--- config.mk ---
export PLATFORM = sky130hd
export DESIGN_NAME = wsce_ram
export DESIGN_NICKNAME = d
export VERILOG_FILES = /design/src/hw/rtl/wsce_ram.sv
export SDC_FILE = /design/constraint.sdc
export NUM_CORES = 1
export LEC_CHECK = 0
export ABC_AREA = 1
export BUFFER_PORTS_ARGS = -buffer_cell sky130_fd_sc_hd__buf_2
export CAP_MARGIN = 30
export CORE_AREA = 2 2 111 113
export CTS_CLUSTER_DIAMETER = 80
export DETAILED_ROUTE_END_ITERATION = 16
export DIE_AREA = 0 0 113 115
export PLACE_DENSITY = 0.68
export SLEW_MARGIN = 20
export SYNTH_ARGS = -nofsm -noshare
export SYNTH_HDL_FRONTEND = slang
export SYNTH_SLANG_ARGS = --single-unit
--- constraint.sdc ---
create_clock -name clk_i -period 1 [get_ports clk_i]
set_input_delay 0.1 -clock clk_i [delete_from_list [all_inputs] [get_ports clk_i]]
set_output_delay 0.1 -clock clk_i [all_outputs]
set_load 0.05 [all_outputs]
--- src/hw/rtl/wsce_ram.sv ---
// generic single-port-write, single-port-read ram with registered read
module wsce_ram #(
  parameter int Width = 8,
  parameter int Depth = 16
) (
  input  logic                     clk_i,
  input  logic                     we_i,
  input  logic [$clog2(Depth)-1:0] waddr_i,
  input  logic [Width-1:0]         wdata_i,
  input  logic [$clog2(Depth)-1:0] raddr_i,
  output logic [Width-1:0]         rdata_o
);

  logic [Width-1:0] mem_q [Depth];
  logic [Width-1:0] rdata_q;

  always_ff @(posedge clk_i) begin
    if (we_i) begin
      mem_q[waddr_i] <= wdata_i;
    end
    rdata_q <= mem_q[raddr_i];
  end

  assign rdata_o = rdata_q;

endmodule

# [Word-level counts from Yosys, hierarchy flattened]
# Memories as Yosys holds them, arrays and structs flattened. A register that Yosys moved wholly into a read port is not among the register bits.
# Cells that the tools add are included.
# Widths: inputs -> output; s select.
[word_totals] register_bits=0 mem_bits_rw=128 in_bits=18 output_inout_bits=8 word_cells=3 memories=1
[op_classes] n_mux=2
[mem_list] name="mem_q" words=16 width=8 read_ports=1 rd_clocked_by_memory_dff=1 wr=1 line="14" source="logic [Width-1:0] mem_q [Depth];"
[ops] cell="$mux 1" n=2

# [Logic depth before layout (Yosys ltp)]
[logic_depth] word_depth=2 depth_mapped=8 ltp_nobuf=7

# [Least setup slack after synthesis]
# OpenSTA, ideal clock, no wires.
[synth_path] kind="input -> register" start="in waddr_i[3]" end="mem mem_q[4][0] (enable)" setup_time_ns=0.370 arrival_time_ns=0.681 t_required_ns=0.630 setup_slack_ns=-0.051 stages=2 path_buffers=0 cell_sequence="nand3b_1 -> nor2_1"
[synth_lines] element="start: declaration" line="8" source="input logic [$clog2(Depth)-1:0] waddr_i,"
[synth_lines] element="end: declaration" line="14"
# Straight into the memory's write port.

# [Worst setup path in the final report]
[layout_path] start="reg rdata_q[1] (netlist: rdata_o[1]) (read register of mem_q)" end="out rdata_o[1]"
[layout_lines] element="start: declaration" line="15" source="logic [Width-1:0] rdata_q;"
[layout_lines] element="end: declaration" line="11" source="output logic [Width-1:0] rdata_o"
# No word-level cell between the ends.

==> metrics.md <==
| Metric | Value |
|---|---|
| WP buf/inv | `1` |
| DRT Pass-1 Iters | `11` |
| Initial core utilization | `48.8%` |
| Iter 0 DRT Violations | `355` |
| DIE HEIGHT | `115 um` |
| Fillers | `936` |
| Port bufs | `25` |
| WL final | `between 10000 and 15000 um` |
| Mapped Cells | `551` |
| Hold Fails Final Rpt | `0` |
| CP endpoint kind | `primary output` |
| Placed cell area | `6220 um2` |
| Setup TNS | `0 ns` |
| Hold path startpoint | `wdata_i[4]` |
| Power per Cell Area | `between 1500 and 2000 nW/um2` |
| Clock Sinks | `approximately 140` |
| DR WL/cell | `16.7 um` |
| Max capacitance violation total | `0` |
| Total core area | `11800 um2` |
| Highest net fanout along the worst path | `1` |
| DRC | `1` |
| Overall Global Routing Usage | `20.8%` |
| # hold bufs at CTS | `0` |
| Worst r2r dst | `rdata_o[3]` |
| Status | `finished, violations left` |
| Post-synthesis sequential area ratio | `69.4%` |
| Yosys reg bits | `136` |
| Cell Area, Synth | `5770 um2` |
| Critical path's largest stage delay | `approximately 0.33 ns` |
| DIE AREA | `roughly 13000 um2` |
| Layout cells sized above 1 | `20.0%` |
| RSZ-0062 raised after global routing | `yes` |
| Cell taking the most area after synthesis | `edfxtp_1` |
| Congestion Overflow GR | `0` |
| Cell Count, Final, Fillers Out | `approximately 760` |
| Commonest non-fill, non-tap cell in the layout | `nand2_1` |
| Inserted Diodes | `0` |
| FP Rows | `40` |
| Overall die width | `113 um` |
| Reg-to-reg startpoint | `mem_q[1][3]` |
| Hold Crit Class | `in -> reg` |
| F_max | `1.00 GHz` |
| Rel. slew slack | `71.7%` |
| Root Buffer | `clkbuf_16` |
| DR vias | `3860` |
| Period Utilization, post-route | `99.7%` |
| Area occupied by multi-input gates | `roughly 1400 um2` |
| Synth area leaders | `edfxtp_1 67%, nand2_1 11%, nand3_1 8.4%, inv_1 6.5%, dfxtp_1 2.8%` |
| Slew Viols, Final | `0` |
| Fin area | `7010 um2` |
| Initial antenna violation count | `0` |
| Post-synth net total | `569` |
| Layout area overhead | `21.6%` |
| Top-Level Pins | `26` |
| Library cells used by synthesis | `12` |
| Post-route ant nets | `0` |
| Most frequent cells in the layout | `172 x nand2_1, 128 x edfxtp_1, 100 x inv_1, 71 x nand3_1, 26 x nand3_2` |
| Number of global-route vias before repair | `3776` |
| WHS Path Cells | `1` |
| Top-area cell type share of the netlist area | `66.7%` |
| Register clock-pin slew on the reported worst setup and hold paths | `roughly 0.06 ns` |
| Critical-path top delay cell | `dfxtp_2` |
| CTS H-tree lvls | `4` |
| CTS Buffer Depth | `2` |
| CTS Buf Count | `17` |
| Data arrival time of the worst path | `around 0.90 ns` |
| Critical-path cell list | `buf_6` |
| Critical Path RT | `0.90 ns` |
| CP Class | `reg -> out` |
| Worst-margin pin slew | `0.425 ns` |
| Via density per instance | `just over 5` |
| Worst vdd ir | `approximately 1100 uV` |
| Final setup viols | `0` |
| Syn Area/Cell | `10.5 um2` |
| First-pass GRT wire length | `20000 um` |
| Placed Cells | `730` |
| Worst R2R Setup Slack | `~0.020 ns` |
| Worst-Skew Late Latency | `0.42 ns` |
| Core Util, Final | `between 50 and 60%` |
| R2R cell count | `6` |
| GP Congestion | `0.865` |
| Met3 usage | `5.59%` |
| Routing usage on met1 | `28.1%` |
| Startpoint types | `flip-flop` |
| End of the worst hold path | `mem_q[1][4]` |
| Leak | `3.04 nW` |
| GRT busiest layer | `met2` |
| Largest net degree at the start of global routing | `51` |
| Met2 Use GR | `32.6%` |
| Hpwl dp | `7800 um` |
| Reg area | `roughly 4000 um2` |
| Skew final | `0.00585 ns` |
| CP top delay family | `flip-flops` |
| Synth warnings | `0` |
| Clock period minus worst slack | `between 0.9 and 1 ns` |
| Post-CTS Setup Inserts | `0` |
| Overall Power | `roughly 14 mW` |
| Failing checks | `DRC` |
| CTS tree | `done` |
| Nets | `620` |
==> report_power, final <==
group	internal, mW	switching, mW	leakage [nW]	total [mW]
sequential	6.38	0.0433	1.22	6.43
combinational	0.344	0.718	1.55	1.06
clock	3.89	2.25	0.272	6.15
==> through the flow <==
stage               hold WS, ns  setup WS [ns]
floorplan                 0.199        -0.0508
global placement          0.537         -0.126
detailed placement        0.541         -0.135
CTS                       0.100        -0.0201
global route              0.110        -0.0257
finish                    0.105        0.00253
==> kinds of logic (layout without fill, tap and decap cells) <==
logic type	Yosys count	count (layout)	share of synthesized area, %
buf+inv	126	190	9.52
simple gates	289	289	21.0
flops	136	136	69.4
==> how the worst max path moves through the flow <==
stage | from | end | slack [ns] | cells past startpoint
finish | rdata_o[1] | rdata_o[1] | 0.003 | 1
global route | mem_q[5][4] | rdata_o[4] | -0.03 | 6
CTS | rdata_o[5] | rdata_o[5] | -0.02 | 1
detailed placement | raddr_i[0] | rdata_o[7] | -0.13 | 8
global placement | raddr_i[0] | rdata_o[7] | -0.13 | 8
floorplan | waddr_i[2] | mem_q[10][0] | -0.05 | 2
==> cells in the mapped netlist <==
| cell | instances |
|---|---|
| nand2_1 | 173 |
| edfxtp_1 | 128 |
| inv_1 | 100 |
| nand3_1 | 97 |
| nor2_1 | 17 |
| buf_2 | 13 |
| dfxtp_1 | 8 |
| buf_6 | 6 |
| buf_4 | 4 |
| inv_2 | 2 |
| nand3b_1 | 2 |
| buf_1 | 1 |
==> worst register-to-register path: stages, from the launching register on <==
cell and delay, ns:
edfxtp_1 0.36, inv_1 0.06, nand2_1 0.04, nand3_1 0.11, nand3_2 0.12, nand3_2 0.09, nand2_1 0.08
==> cell type report <==
cell class                 count  area share (%)
inverter                     102            5.46
clock buffer                  19            6.17
clock inverter                13            2.19
timing repair buffer          56            7.00
tap                          147            2.62
sequential                   136            57.2
multi-input combinational    289            19.3
==> what timing repair did <==
action / CTS / global route
resized for setup: 25 / 28
pin swaps: 0 / 4
setup endpoints to repair: 9 / 15
==> routing by layer <==
layer	routed length (um)	share of wire, %
met1	5440	43
met2	6190	49
met3	832	6.5
met4	248	2.0
met5	0	0
==> state kept, by name (all words and copies together), names as in the netlist <==
signal   cells
mem_q      128
rdata_o      8
(Power assumes the default switching activity.)
